===== config.mk =====
export PLATFORM = sky130hd
export DESIGN_NAME = multi_page_shelf_packer
export DESIGN_NICKNAME = d
export VERILOG_FILES = /design/src/rtl/psp_pkg.sv /design/src/rtl/psp_ram.sv /design/src/rtl/multi_page_shelf_packer.sv
export SDC_FILE = /design/constraint.sdc
export NUM_CORES = 1
export LEC_CHECK = 0
export BUFFER_PORTS_ARGS = -buffer_cell sky130_fd_sc_hd__buf_2
export CORE_MARGIN = 2
export CORE_UTILIZATION = 45
export DETAILED_ROUTE_END_ITERATION = 12
export PLACE_DENSITY = 0.69
export RECOVER_POWER = 25
export SLEW_MARGIN = 20
export SYNTH_ARGS = -nofsm -noshare
export SYNTH_HDL_FRONTEND = slang
export SYNTH_HIERARCHICAL = 1
export SYNTH_SLANG_ARGS = --single-unit
export TNS_END_PERCENT = 10

===== constraint.sdc =====
create_clock -name aclk -period 7.6 [get_ports aclk]
set_input_delay 0.76 -clock aclk [delete_from_list [all_inputs] [get_ports aclk]]
set_output_delay 0.76 -clock aclk [all_outputs]
set_load 0.005 [all_outputs]

===== src/rtl/psp_pkg.sv =====
// shared constants and codes for the multi-page shelf packer
package psp_pkg;

    // default geometry
    localparam int PAGE_SIDE_DEF = 2048;
    localparam int MAX_PAGES_DEF = 16;

    // field widths
    localparam int IMG_W    = 13;
    localparam int SIDE_W   = 11;
    localparam int STATUS_W = 2;
    localparam int PAGE_W   = 4;
    localparam int COORD_W  = 11;

    // reset value of the largest-side register
    localparam logic [SIDE_W-1:0] MAX_SIDE_RESET = 11'd512;

    // result status codes
    localparam logic [STATUS_W-1:0] ST_PLACED = 2'd0;
    localparam logic [STATUS_W-1:0] ST_NEW    = 2'd1;
    localparam logic [STATUS_W-1:0] ST_BYPASS = 2'd2;
    localparam logic [STATUS_W-1:0] ST_FULL   = 2'd3;

endpackage


===== src/rtl/psp_ram.sv =====
// generic single-port-write, single-port-read ram with registered read data
module psp_ram #(
    parameter int WIDTH = 8,
    parameter int DEPTH = 16,
    localparam int AW = (DEPTH > 1) ? $clog2(DEPTH) : 1
) (
    input  logic             aclk,
    input  logic             we,
    input  logic [AW-1:0]    waddr,
    input  logic [WIDTH-1:0] wdata,
    input  logic [AW-1:0]    raddr,
    output logic [WIDTH-1:0] rdata
);

    logic [WIDTH-1:0] mem [DEPTH];

    // write port and registered read port
    always_ff @(posedge aclk) begin
        if (we) begin
            mem[waddr] <= wdata;
        end
        rdata <= mem[raddr];
    end

endmodule


===== src/rtl/multi_page_shelf_packer.sv =====
// top level of the multi-page shelf packer: sequencer, page walk and result register
//
// Usage:
//   s_tvalid/s_tready/s_tdata carry one request per transaction: image width and
//   height. m_tvalid/m_tready/m_tdata/m_tuser return one result per request:
//   tuser holds the status, tdata the page index and the inner x/y corner.
//   cfg_wen/cfg_wdata write the largest accepted image side (reset 512); write
//   it only while no request is in flight.
// Flow:
//   an oversized request is rejected in S_CHECK; otherwise S_EVAL visits the open
//   pages in order and places the box on the first that fits, and S_NEW opens a
//   page or reports none left; the page table ram gives one entry a cycle.
//   s_tready rises as the result loads, so a new request is accepted only once
//   the result of the last one has left the sequencer.
// Reset:
//   aresetn (synchronous, active low) closes all pages and restores the register.
//   the page table is not cleared: entries are only used below the open count.
// Stall:
//   the result register holds while m_tready is low; one more request can be
//   accepted and worked on, and it waits until the result register frees up.
module multi_page_shelf_packer #(
    parameter int PAGE_SIDE = psp_pkg::PAGE_SIDE_DEF,
    parameter int MAX_PAGES = psp_pkg::MAX_PAGES_DEF
) (
    input  logic        aclk,
    input  logic        aresetn,
    // request channel
    input  logic        s_tvalid,
    output logic        s_tready,
    input  logic [31:0] s_tdata,   // img_width[12:0], img_height[25:13], zero pad
    // result channel
    output logic        m_tvalid,
    input  logic        m_tready,
    output logic [31:0] m_tdata,   // page_index[3:0], atlas_x[14:4], atlas_y[25:15], pad
    output logic [1:0]  m_tuser,   // status[1:0]
    // configuration
    input  logic        cfg_wen,
    input  logic [10:0] cfg_wdata
);

    localparam int CW = $clog2(PAGE_SIDE + 1);
    localparam int SW = CW + 2;
    localparam int PW = (MAX_PAGES > 1) ? $clog2(MAX_PAGES) : 1;
    localparam int NW = $clog2(MAX_PAGES + 1);
    localparam int EW = 3 * CW;
    localparam int IW = psp_pkg::IMG_W;

    typedef enum logic [1:0] {
        S_IDLE,
        S_CHECK,
        S_EVAL,
        S_NEW
    } state_t;

    state_t state_reg, state_next;

    logic [psp_pkg::SIDE_W-1:0]   max_side_reg;
    logic [IW-1:0]                iw_reg, iw_next;
    logic [IW-1:0]                ih_reg, ih_next;
    logic [CW-1:0]                bw_reg, bw_next;
    logic [CW-1:0]                bh_reg, bh_next;
    logic [PW-1:0]                pg_reg, pg_next;
    logic [NW-1:0]                open_reg, open_next;
    logic                         res_pend_reg, res_pend_next;
    logic [psp_pkg::STATUS_W-1:0] res_st_reg, res_st_next;
    logic [psp_pkg::PAGE_W-1:0]   res_pg_reg, res_pg_next;
    logic [psp_pkg::COORD_W-1:0]  res_x_reg, res_x_next;
    logic [psp_pkg::COORD_W-1:0]  res_y_reg, res_y_next;
    logic                         m_valid_reg, m_valid_next;
    logic [psp_pkg::STATUS_W-1:0] m_st_reg, m_st_next;
    logic [psp_pkg::PAGE_W-1:0]   m_pg_reg, m_pg_next;
    logic [psp_pkg::COORD_W-1:0]  m_x_reg, m_x_next;
    logic [psp_pkg::COORD_W-1:0]  m_y_reg, m_y_next;

    // page table port
    logic          ram_we;
    logic [PW-1:0] ram_waddr;
    logic [EW-1:0] ram_wdata;
    logic [PW-1:0] ram_raddr;
    logic [EW-1:0] ram_rdata;

    // size check
    logic [IW+1:0] bw_full, bh_full;
    logic          too_large;

    // page evaluation unit
    logic [CW-1:0] cx, sy, sh;
    logic [SW-1:0] x_end, y_end, y_shelf, y_shelf_end;
    logic          moved, fit;
    logic [CW-1:0] eff_cx, eff_sy, eff_sh;
    logic [CW-1:0] new_cx, new_sh;
    logic          last_page, pages_full, out_free;

    psp_ram #(
        .WIDTH (EW),
        .DEPTH (MAX_PAGES)
    ) u_page_ram (
        .aclk  (aclk),
        .we    (ram_we),
        .waddr (ram_waddr),
        .wdata (ram_wdata),
        .raddr (ram_raddr),
        .rdata (ram_rdata)
    );

    // oversized request check
    always_comb begin
        bw_full   = (IW + 2)'(iw_reg) + (IW + 2)'(2);
        bh_full   = (IW + 2)'(ih_reg) + (IW + 2)'(2);
        too_large = (iw_reg > IW'(max_side_reg)) || (ih_reg > IW'(max_side_reg)) ||
                    (bw_full > (IW + 2)'(PAGE_SIDE)) || (bh_full > (IW + 2)'(PAGE_SIDE));
    end

    // one page entry: shelf move, fit test and updated entry
    always_comb begin
        cx          = ram_rdata[CW-1:0];
        sy          = ram_rdata[2*CW-1:CW];
        sh          = ram_rdata[3*CW-1:2*CW];
        x_end       = SW'(cx) + SW'(bw_reg);
        y_end       = SW'(sy) + SW'(bh_reg);
        y_shelf     = SW'(sy) + SW'(sh);
        y_shelf_end = y_shelf + SW'(bh_reg);
        moved       = (x_end > SW'(PAGE_SIDE)) && (y_shelf_end <= SW'(PAGE_SIDE));
        fit         = moved || ((x_end <= SW'(PAGE_SIDE)) && (y_end <= SW'(PAGE_SIDE)));
        eff_cx      = moved ? '0 : cx;
        eff_sy      = moved ? CW'(y_shelf) : sy;
        eff_sh      = moved ? '0 : sh;
        new_cx      = moved ? bw_reg : CW'(x_end);
        new_sh      = (bh_reg > eff_sh) ? bh_reg : eff_sh;
        last_page   = (NW'(pg_reg) + NW'(1)) == open_reg;
        pages_full  = open_reg == NW'(MAX_PAGES);
        out_free    = !m_valid_reg || m_tready;
    end

    // sequencer
    always_comb begin
        state_next    = state_reg;
        iw_next       = iw_reg;
        ih_next       = ih_reg;
        bw_next       = bw_reg;
        bh_next       = bh_reg;
        pg_next       = pg_reg;
        open_next     = open_reg;
        res_pend_next = res_pend_reg;
        res_st_next   = res_st_reg;
        res_pg_next   = res_pg_reg;
        res_x_next    = res_x_reg;
        res_y_next    = res_y_reg;
        ram_we        = 1'b0;
        ram_waddr     = pg_reg;
        ram_wdata     = {new_sh, eff_sy, new_cx};
        ram_raddr     = pg_reg + PW'(1);
        s_tready      = (state_reg == S_IDLE) && !res_pend_reg;

        case (state_reg)
            S_IDLE: begin
                if (s_tvalid && s_tready) begin
                    iw_next    = s_tdata[IW-1:0];
                    ih_next    = s_tdata[2*IW-1:IW];
                    state_next = S_CHECK;
                end
            end
            S_CHECK: begin
                bw_next   = CW'(bw_full);
                bh_next   = CW'(bh_full);
                pg_next   = '0;
                ram_raddr = '0;
                if (too_large) begin
                    res_pend_next = 1'b1;
                    res_st_next   = psp_pkg::ST_BYPASS;
                    res_pg_next   = '0;
                    res_x_next    = '0;
                    res_y_next    = '0;
                    state_next    = S_IDLE;
                end else if (open_reg == '0) begin
                    state_next = S_NEW;
                end else begin
                    state_next = S_EVAL;
                end
            end
            S_EVAL: begin
                // a move always lands the box, so entries change only on a fit
                if (fit) begin
                    ram_we        = 1'b1;
                    res_pend_next = 1'b1;
                    res_st_next   = psp_pkg::ST_PLACED;
                    res_pg_next   = psp_pkg::PAGE_W'(pg_reg);
                    res_x_next    = psp_pkg::COORD_W'(eff_cx + CW'(1));
                    res_y_next    = psp_pkg::COORD_W'(eff_sy + CW'(1));
                    state_next    = S_IDLE;
                end else if (last_page) begin
                    state_next = S_NEW;
                end else begin
                    pg_next = pg_reg + PW'(1);
                end
            end
            S_NEW: begin
                res_pend_next = 1'b1;
                if (pages_full) begin
                    res_st_next = psp_pkg::ST_FULL;
                    res_pg_next = '0;
                    res_x_next  = '0;
                    res_y_next  = '0;
                end else begin
                    ram_we      = 1'b1;
                    ram_waddr   = PW'(open_reg);
                    ram_wdata   = {bh_reg, CW'(0), bw_reg};
                    open_next   = open_reg + NW'(1);
                    res_st_next = psp_pkg::ST_NEW;
                    res_pg_next = psp_pkg::PAGE_W'(open_reg);
                    res_x_next  = psp_pkg::COORD_W'(1);
                    res_y_next  = psp_pkg::COORD_W'(1);
                end
                state_next = S_IDLE;
            end
            default: begin
                state_next = S_IDLE;
            end
        endcase
    end

    // output register: takes the pending result when the slot is free
    always_comb begin
        m_valid_next = m_valid_reg && !m_tready;
        m_st_next    = m_st_reg;
        m_pg_next    = m_pg_reg;
        m_x_next     = m_x_reg;
        m_y_next     = m_y_reg;
        if (res_pend_reg && out_free) begin
            m_valid_next = 1'b1;
            m_st_next    = res_st_reg;
            m_pg_next    = res_pg_reg;
            m_x_next     = res_x_reg;
            m_y_next     = res_y_reg;
        end
    end

    // state and registered outputs
    always_ff @(posedge aclk) begin
        if (!aresetn) begin
            state_reg    <= S_IDLE;
            open_reg     <= '0;
            res_pend_reg <= 1'b0;
            m_valid_reg  <= 1'b0;
            max_side_reg <= psp_pkg::MAX_SIDE_RESET;
        end else begin
            state_reg    <= state_next;
            open_reg     <= open_next;
            res_pend_reg <= res_pend_next && !(res_pend_reg && out_free);
            m_valid_reg  <= m_valid_next;
            if (cfg_wen) begin
                max_side_reg <= cfg_wdata;
            end
        end
        iw_reg     <= iw_next;
        ih_reg     <= ih_next;
        bw_reg     <= bw_next;
        bh_reg     <= bh_next;
        pg_reg     <= pg_next;
        res_st_reg <= res_st_next;
        res_pg_reg <= res_pg_next;
        res_x_reg  <= res_x_next;
        res_y_reg  <= res_y_next;
        m_st_reg   <= m_st_next;
        m_pg_reg   <= m_pg_next;
        m_x_reg    <= m_x_next;
        m_y_reg    <= m_y_next;
    end

    assign m_tvalid = m_valid_reg;
    assign m_tuser  = m_st_reg;
    assign m_tdata  = {6'd0, m_y_reg, m_x_reg, m_pg_reg};

    // open page count never passes the page budget
    a_open_bound: assert property (@(posedge aclk) disable iff (!aresetn)
        open_reg <= NW'(MAX_PAGES))
        else $error("open page count above budget");

    // a request never produces a result in the cycle right after acceptance
    a_min_latency: assert property (@(posedge aclk) disable iff (!aresetn)
        (s_tvalid && s_tready) |=> !$rose(m_valid_reg))
        else $error("result too early");

    // bypass and out-of-pages results carry zero coordinates
    a_reject_zero: assert property (@(posedge aclk) disable iff (!aresetn)
        (m_valid_reg && (m_st_reg == psp_pkg::ST_BYPASS || m_st_reg == psp_pkg::ST_FULL))
        |-> (m_pg_reg == '0 && m_x_reg == '0 && m_y_reg == '0))
        else $error("rejected result with coordinates");

    // a fresh page always places at its inner corner
    a_new_corner: assert property (@(posedge aclk) disable iff (!aresetn)
        (m_valid_reg && m_st_reg == psp_pkg::ST_NEW)
        |-> (m_x_reg == psp_pkg::COORD_W'(1) && m_y_reg == psp_pkg::COORD_W'(1)))
        else $error("new page not at corner");

endmodule


==> flow_summary_export.csv, run 1 <==
group,metric,value,unit
finish,largest_reg_flops,576,
placed_design,dp_hpwl,43.63,mm
timing,min_period,6.861,ns
clocking,post_cts_buffers,0,
setup_path,cpMaxStageDelayCell,"or4_1",
setup_path,critPathBufInv,3,
synthesis,synth_top_family_by_area,"multiplexers",
run_status,violations,"max-capacitance violations, max-slew violations",
synthesis,syn_avg_cell_area,16.77,sq um
floorplan,rows,97,
finish,multi_input_area,9504,sq um
global_route,grt_pass1_wl,111.2,mm
finish,n_antenna_cell,0,
synthesis,synthFlopType,"edfxtp_1",
timing,setup-violations-final,0,
setup_path,cp_max_fo,29,
global_route,met1_usage,28.04,%
synthesis,synthMuxAreaShare,11.55,%
route,drtAntennaViolNets,0,
finish,final_area,35800,sq um
placed_design,dp_cells,2879,
route,first_iter_violations,1845,
global_route,grt-ovfl-total,0,
placed_design,port_buffers,71,
synthesis,yosysTopAreaCell,"edfxtp_1",
setup_path,critPathCaptureType,"flop",
clocking,clock_latency,0.63,ns
clocking,cts_resized,0,
setup_path,path_class,"reg -> reg",
run_status,status,"finished with violations",
synthesis,synth-xor-area-share,2.021,%
floorplan,die_w,269.2,microns
setup_path,reg2reg_slack,0.74,ns
timing,relSlewSlack,-91.91,%
clocking,root_buffer,"clkbuf_16",
power,finalPower,15.03,mW
floorplan,die_y,269.2,microns
power,p_per_area,419.7,nW/um^2
finish,fillCellCount,5614,
synthesis,synth_edf_count,686,
synthesis,synth-seq-area-share,68.65,%
timing,finalMaxSlewViolations,203,
clocking,cts_buffer_depth,3,
finish,nNetsFinal,2161,
global_route,grt_use_met3,3.357,%
global_route,gr-usage-met2,33.49,%
setup_path,crit_family,"compound AO/OA/AOI/OAI gates",
route,post_drt_wl_per_cell,24.66,microns
synthesis,synth-compound-area-share,6.062,%
clocking,path_clk_slew,0.06,ns
route,drt_pre_antenna_iters,5,
global_route,antenna_found_initial,0,
clocking,h-tree-depth,3,
clocking,clkSinkCount,742,
synthesis,ys_warn_count,6,
finish,final_cells,3018,
floorplan,initial_core_util,45.34,%
setup_path,required,7.95,ns
setup_path,cp_slowest_stage_delay,0.57,ns
finish,reg_top3,"u_page_ram/mem (576), u_page_ram/rdata (36)",
power,p_leak,12.03,nW
clocking,cts_buffers,75,
timing,rsz0062_at_grt,"no",
timing,finalCritPeriodShare,90.27,%
timing,clock_skew,0.02437,ns
global_route,grt_pass1_vias,17730,
synthesis,ys_ff_latch,742,
setup_path,arrival,7.21,ns
synthesis,synth_area_leaders,"edfxtp_1 (65%), mux4_2 (10%), ha_1 (3.7%), dfxtp_1 (3.5%), a22oi_1 (1.7%)",
route,dr_total_vias,17840,
timing,worst_pin_slew,2.868,ns
global_route,top_usage_layer,"met2",
timing,whs,0.3131,ns
floorplan,ios,84,
synthesis,synthAdderAreaFrac,3.931,%
placed_design,dpl_cell_area,33420,sq um
synthesis,netlist_area,31640,sq um
global_route,grt_max_degree,145,
floorplan,design.core.area,69790,sq um
timing,setup_tns,0,ns
synthesis,yosys.area_share.simple,5.955,%
synthesis,ys_types,78,
synthesis,synth_top_area_share,65.11,%
timing,fmax,145.8,MHz
min_path,hold_class,"in -> reg",
floorplan,dieArea,72450,sq um
global_route,grtUsageTotal,20.45,%
finish,layout-drive-gt1-share,19.35,%
placed_design,gp_congestion,0.8754,
route,drc_errors,0,
finish,top_register,"u_page_ram/mem",
clocking,tritoncts,"done",
synthesis,syn_inst,1887,
route,wl,74.42,mm
run,drv_cap,6,
power,peakVddDrop,0.0002734,V
finish,seq_area,21720,sq um
route,via_per_inst,5.912,
setup_path,startpoint_type,"flop",
synthesis,synthArstFlopShare,0,%
finish,area_growth,13.16,%
timing,hold_violations,0,
clocking,cts_hold_buffers,0,
path summary, 6_finish.rpt:
| check | startpoint | to | depth (start not counted) |
|---|---|---|---|
| setup / recovery | u_page_ram/rdata[14]$_DFF_P_ | u_page_ram/mem[9][25]$_DFFE_PP_ | 28 |
| hold / removal | s_tdata[19] | ih_reg[6]$_DFFE_PP_ | 1 |
| setup reg to reg | u_page_ram/rdata[14]$_DFF_P_ | u_page_ram/mem[9][25]$_DFFE_PP_ | 28 |
| hold reg to reg | res_x_reg[1]$_DFFE_PP_ | m_x_reg[1]$_DFFE_PP_ | 0 |
per-layer routing:
metal	part of all wire, %	routed length, microns	up-vias
met2	48	35990	706
met1	42	31010	9202
met5	0	0	-
li1	-	-	7772
met4	3.2	2358	0
met3	6.8	5065	161
cell usage in the layout, fill, tap and decap left out, drive strengths merged, types with 7 or more instances in the layout:
cell | Yosys | layout
a22oi | 73 | 73
mux2 | 9 | 9
and3 | 16 | 16
mux4 | 144 | 144
a211oi | 14 | 14
nor2b | 15 | 15
and2 | 12 | 12
a21oi | 46 | 46
o21a | 12 | 12
nand4 | 20 | 20
nor3 | 25 | 25
a21o | 14 | 14
nor2 | 107 | 107
dfxtp | 56 | 56
inv | 45 | 51
xnor2 | 42 | 42
xor2 | 31 | 31
clkbuf | 36 | 118
nand2b | 16 | 16
nand2 | 115 | 115
o21ai | 53 | 53
clkinv | 0 | 31
nand3 | 37 | 37
ha | 93 | 93
or3 | 7 | 7
buf | 41 | 101
edfxtp | 686 | 686
mux2i | 31 | 31
worst reg2reg max path, delay by kind of cell (launching register included):
family,cells,cell delay (ns)
compound gates,13,2.93
buf+inv,3,0.72
fa+ha+maj,3,1.00
flops,1,0.45
simple gates,9,1.49
logic make-up (layout without fill, tap and decap cells):
group	Yosys count	count (layout)
other	1	6
and+or+nand+nor	394	394
AOI/OAI and AO/OA	274	274
DFF	742	742
adders and majority gates	97	97
muxes	184	184
buffers and inverters	122	308
xor gates and xnor gates	73	73
stage by stage:
| stage | utilization, % | worst slack [ns] |
|---|---|---|
| floorplan | - | 0.2846 |
| global placement | 47.89 | 0.8740 |
| detailed placement | 47.89 | 0.9138 |
| CTS | 51.43 | 0.8278 |
| global route | 51.31 | 0.2014 |
| finish | 51.31 | 0.7393 |
area by class of cell:
cell class              instances  share of cell area, %
multi-input cells            1028                  26.54
clock inverters                44                  1.101
inverters                      45                 0.4718
well taps                     940                  3.285
flip-flops and latches        742                  60.67
repair buffers                124                  2.139
clock buffers                  95                  5.794
report_power, final:
group | internal [mW] | total [mW] | switching [mW]
Clock | 2.15 | 3.69 | 1.54
Combinational | 1.56 | 4.92 | 3.36
Sequential | 6.24 | 6.42 | 0.176
Total | 9.95 | 15.0 | 5.08
synthesized netlist by cell type (4+ instances only):
| library cell | count |
|---|---|
| edfxtp_1 | 686 |
| mux4_2 | 144 |
| nand2_1 | 115 |
| nor2_1 | 106 |
| ha_1 | 93 |
| a22oi_1 | 73 |
| dfxtp_1 | 56 |
| o21ai_0 | 50 |
| a21oi_1 | 45 |
| inv_1 | 45 |
| xnor2_1 | 42 |
| nand3_1 | 37 |
| clkbuf_1 | 36 |
| mux2i_1 | 31 |
| xor2_1 | 31 |
| nor3_1 | 25 |
| buf_2 | 22 |
| nand4_1 | 20 |
| nand2b_1 | 16 |
| and3_1 | 15 |
| nor2b_1 | 15 |
| a21o_1 | 14 |
| a211oi_1 | 12 |
| and2_1 | 12 |
| o21a_1 | 12 |
| buf_6 | 9 |
| mux2_2 | 9 |
| or3_1 | 7 |
| buf_4 | 6 |
| o31a_1 | 6 |
| o211ai_1 | 5 |
| a21boi_0 | 4 |
| a22o_1 | 4 |
| buf_1 | 4 |
| fa_1 | 4 |
| nor4_1 | 4 |
| o2111ai_1 | 4 |
| o31ai_1 | 4 |
| o32a_1 | 4 |
(Power assumes the default switching activity.)
==> run 2: changes to the inputs <==
Settings changed: PLACE_DENSITY 0.69 to 0.64.
==> run 2 against run 1 <==
Net effect:
- the flow still finishes with violations (max-capacitance violations, max-slew violations)
- fmax rose by 2.7%
- routed wire length rose by 0.37%
- utilization rose by 0.31 points
- critical endpoint is now u_page_ram/mem[15][33]$_DFFE_PP_
- largest cell class unchanged
==> flow_summary_export.csv, run 2 (synthesis results as in run 1) <==
group,metric,value,unit
timing,finalCritPeriodShare,87.93,%
run_status,violations,"max-capacitance violations, max-slew violations",
setup_path,critPathCaptureType,"flop",
floorplan,die_y,269.2,microns
timing,setup-violations-final,0,
timing,rsz0062_at_grt,"no",
placed_design,port_buffers,71,
route,drtAntennaViolNets,0,
placed_design,dp_hpwl,45.18,mm
route,wl,74.70,mm
power,peakVddDrop,0.0002851,V
floorplan,initial_core_util,45.34,%
setup_path,startpoint_type,"flop",
floorplan,rows,97,
clocking,root_buffer,"clkbuf_16",
floorplan,die_w,269.2,microns
setup_path,cp_slowest_stage_delay,0.55,ns
route,first_iter_violations,1681,
finish,top_register,"u_page_ram/mem",
timing,min_period,6.683,ns
power,p_leak,12.09,nW
floorplan,ios,84,
finish,area_growth,13.85,%
timing,finalMaxSlewViolations,96,
run,drv_cap,3,
clocking,path_clk_slew,0.06,ns
finish,n_antenna_cell,0,
global_route,grt_pass1_vias,17560,
clocking,h-tree-depth,3,
setup_path,crit_family,"compound AO/OA/AOI/OAI gates",
global_route,grt_pass1_wl,111.2,mm
placed_design,gp_congestion,0.8746,
clocking,post_cts_buffers,0,
global_route,grt-ovfl-total,0,
setup_path,cp_max_fo,25,
setup_path,path_class,"reg -> reg",
finish,reg_top3,"u_page_ram/mem (576), u_page_ram/rdata (36)",
route,drt_pre_antenna_iters,10,
clocking,cts_buffers,77,
clocking,tritoncts,"done",
timing,relSlewSlack,-115.7,%
clocking,clkSinkCount,742,
route,post_drt_wl_per_cell,24.69,microns
power,p_per_area,424.4,nW/um^2
global_route,antenna_found_initial,0,
setup_path,arrival,7.14,ns
finish,final_cell_mix,"edfxtp_1 (686), mux4_2 (144), nand2_1 (115)",
floorplan,design.core.area,69790,sq um
setup_path,required,8.06,ns
timing,worst_pin_slew,3.235,ns
global_route,grt_max_degree,117,
setup_path,critPathBufInv,3,
timing,fmax,149.6,MHz
timing,clock_skew,0.02461,ns
finish,layout-drive-gt1-share,19.09,%
clocking,cts_buffer_depth,3,
finish,final_util,51.62,%
route,via_per_inst,5.811,
finish,nNetsFinal,2169,
timing,setup_tns,0,ns
clocking,clock_latency,0.62,ns
setup_path,cpMaxStageDelayCell,"or4_1",
floorplan,dieArea,72450,sq um
route,dr_total_vias,17580,
global_route,grtUsageTotal,20.56,%
route,drc_errors,0,
run_status,status,"finished with violations",
finish,largest_reg_flops,576,
clocking,cts_resized,0,
min_path,hold_class,"in -> reg",
power,finalPower,15.29,mW
finish,final_common_cell,"edfxtp_1",
timing,hold_violations,0,
clocking,cts_hold_buffers,0,
## run 2: changes by cell type in the layout (fill, tap and decap cells not counted), moves of 5 or more
cell	change
clkinv_1	-7
buf_2	-6
clkbuf_1	+20
bufinv_16	+6
buf_12	+5
clkbuf_8	-7
## run 2: final timing paths
check | from | endpoint | slack [ns] | depth (start not counted)
worst max register to register | u_page_ram/rdata[25]$_DFF_P_ | u_page_ram/mem[15][33]$_DFFE_PP_ | 0.92 | 28
worst max-delay path | u_page_ram/rdata[25]$_DFF_P_ | u_page_ram/mem[15][33]$_DFFE_PP_ | 0.92 | 28
worst min register to register | res_pg_reg[3]$_DFFE_PP_ | m_pg_reg[3]$_DFFE_PP_ | 0.40 | 0
worst min-delay path | s_tdata[11] | iw_reg[11]$_DFFE_PP_ | 0.32 | 1
## run 2: layout make-up
type | count | area, sq um
fillers | 5641 | 33760
flip-flops and latches | 742 | 21720
multi-input cells | 1028 | 9519
clock buffers | 101 | 2048
well taps | 940 | 1176
repair buffers | 130 | 864.6
clock inverters | 39 | 525.5
inverters | 45 | 168.9
## run 2: routing by layer
layer  vias up  share of wire, %  global-route usage, %
met5         -                 0                      0
met2       621                49                  34.16
li1       7782                 -                      -
met1      9070                42                  28.38
met4         0               1.9                  5.072
met3       104               6.9                  3.491
## run 2: worst register-to-register path: cells and delay by family, from the launching register on
family                   cells  cell delay [ns]
buffers and inverters        3             0.80
adder cells (fa/ha/maj)      3             0.96
XOR/XNOR                     1             0.40
AO/OA/AOI/OAI               14             2.54
AND/OR/NAND/NOR              7             1.36
flip-flops                   1             0.45
## run 2: through the flow
step	setup WS, ns	std cells	area [sq um]	hold slack, ns
after floorplan	0.2846	1892	31660	0.4003
after global placement	1.000	2885	33520	0.4022
after detailed placement	1.011	2885	33520	0.4045
after CTS	0.9604	3025	36090	0.2805
after global routing	0.4329	3025	36020	0.2926
final	0.9174	3025	36020	0.3163
## run 2: power by group
group	switching (mW)	internal [mW]
registers	0.179	6.24
clock network	1.52	2.31
logic	3.43	1.60
total	5.13	10.2
==> run 3: changes to the inputs <==
Settings changed: CORE_UTILIZATION 45 to 36, PLACE_DENSITY 0.64 to 0.52, RECOVER_POWER 25 to unset.
Clock period 7.6 ns to 6.2 ns, I/O delays scaled along.
==> run 3 against run 2 <==
Net effect:
- the run now ends clean
- via count grew 1.2%
- non-clock buffer count grew 41
- worst hold slack lost 0.17 ns
- clock power grew 27%
- total power grew 31%
- cell area grew 3.2%
- first-iteration DRC count shrank 11%
- count of clock-buffer cells in the layout shrank 11
- sequential cell count is the same
- fmax grew 10%
- sequential power grew 21%
- largest power group unchanged
==> flow_summary_export.csv, run 3 (synthesis results as in run 1) <==
group,metric,value,unit
setup_path,cp_slowest_stage_delay,0.52,ns
timing,min_period,6.059,ns
floorplan,ios,84,
clocking,cts_hold_buffers,0,
timing,finalMaxSlewViolations,0,
clocking,cts_buffers,78,
global_route,antenna_found_initial,3,
floorplan,design.core.area,86890,sq um
setup_path,arrival,6.45,ns
power,finalPower,20.09,mW
placed_design,gp_congestion,0.8913,
timing,finalCritPeriodShare,97.73,%
power,p_per_area,540.3,nW/um^2
min_path,hold_path_startpoint,"s_tdata[13]",
route,post_drt_wl_per_cell,24.28,microns
finish,final_cell_mix,"edfxtp_1 (686), mux4_2 (144), nand2_1 (111)",
setup_path,startpoint_type,"flop",
setup_path,crit_family,"compound AO/OA/AOI/OAI gates",
setup_path,crit_top_cell,"o31a_1",
floorplan,die_y,300.5,microns
timing,clock_skew,0.04089,ns
global_route,grt_pass1_vias,18150,
timing,whs,0.1500,ns
setup_path,cp_max_fo,8,
timing,setup-violations-final,0,
setup_path,critPathBufInv,4,
global_route,grt_max_degree,67,
timing,worst_pin_slew,1.014,ns
min_path,hold_class,"in -> reg",
power,peakVddDrop,0.0003692,V
setup_path,path_class,"reg -> reg",
finish,final_common_cell,"edfxtp_1",
clocking,root_buffer,"clkbuf_16",
route,drtAntennaViolNets,0,
setup_path,critPathCaptureType,"flop",
power,p_leak,12.55,nW
timing,hold_violations,0,
clocking,clkSinkCount,742,
route,first_iter_violations,1492,
global_route,grt_pass1_wl,117.1,mm
clocking,tritoncts,"done",
finish,final_util,42.80,%
placed_design,dp_hpwl,47.86,mm
floorplan,rows,108,
finish,reg_top3,"u_page_ram/mem (576), u_page_ram/rdata (36)",
clocking,h-tree-depth,3,
floorplan,initial_core_util,36.41,%
route,via_per_inst,5.414,
timing,rsz0062_at_grt,"yes",
floorplan,die_w,300.5,microns
route,drc_errors,0,
setup_path,cpMaxStageDelayCell,"or4_4",
finish,layout-drive-gt1-share,24.55,%
global_route,grtUsageTotal,17.49,%
finish,top_register,"u_page_ram/mem",
setup_path,r2r_start,"u_page_ram/rdata[12]$_DFF_P_",
placed_design,port_buffers,71,
finish,n_antenna_cell,0,
finish,nNetsFinal,2211,
finish,area_growth,17.53,%
clocking,path_clk_slew,0.06,ns
run_status,status,"finished clean",
clocking,clock_latency,0.65,ns
clocking,cts_buffer_depth,3,
route,wl,79.78,mm
floorplan,dieArea,90280,sq um
run,drv_cap,0,
global_route,grt-ovfl-total,0,
finish,largest_reg_flops,576,
route,dr_total_vias,17790,
route,drt_pre_antenna_iters,5,
setup_path,required,6.60,ns
timing,relSlewSlack,32.18,%
setup_path,setup.worst_path.start,"u_page_ram/rdata[12]$_DFF_P_",
timing,fmax,165.0,MHz
-- run 3: cell count changes in the layout (fill, tap and decap cells not counted), sizes merged --
cell,change
buf,+68
clkbuf,-38
clkinv,+14
clkinvlp,+1
-- run 3: area by class of cell --
| cell class | instances | area (sq um) |
|---|---|---|
| inverter | 45 | 168.9 |
| fill | 7607 | 49700 |
| tap | 1155 | 1445 |
| timing repair buffer | 171 | 1425 |
| multi-input combinational | 1028 | 9706 |
| clock buffer | 90 | 2007 |
| sequential | 742 | 21720 |
| clock inverter | 54 | 710.7 |
-- run 3: worst paths after layout --
kind	cells past startpoint	to	slack, ns
max	30	u_page_ram/mem[14][26]$_DFFE_PP_	0.14
min	1	ih_reg[0]$_DFFE_PP_	0.15
max reg2reg	30	u_page_ram/mem[14][26]$_DFFE_PP_	0.14
min reg2reg	0	m_x_reg[7]$_DFFE_PP_	0.42
-- run 3: per-stage QoR --
stage	instances	setup WS, ns	setup TNS [ns]	area (sq um)
after floorplan	1892	-0.4849	-119.45	31690
after global placement	3125	0.1533	0	34130
after detailed placement	3125	0.09921	0	34130
after CTS	3269	0.01386	0	36850
after global routing	3285	-0.1046	-11.23	37190
final	3285	0.1410	0	37190
-- run 3: what timing repair did --
action,CTS,global route
setup endpoints to repair,0,204
buffers inserted,0,3
resized for setup,0,80
-- run 3: power by group --
group          switching, mW  internal, mW  leakage, nW  total [mW]
Sequential             0.175          7.62         6.70        7.80
Clock                   2.02          2.86         1.31        4.88
Combinational           4.78          2.64         4.54        7.42
Total                   6.97          13.1         12.5        20.1
-- run 3: per-layer routing --
layer,vias to the layer above,part of all wire (%),track usage [%],routed length [microns]
li1,7875,-,-,-
met1,9317,44,24.47,35430
met2,498,48,28.45,38090
met3,96,5.9,2.713,4729
met4,0,1.9,4.798,1532
met5,-,0,0,0
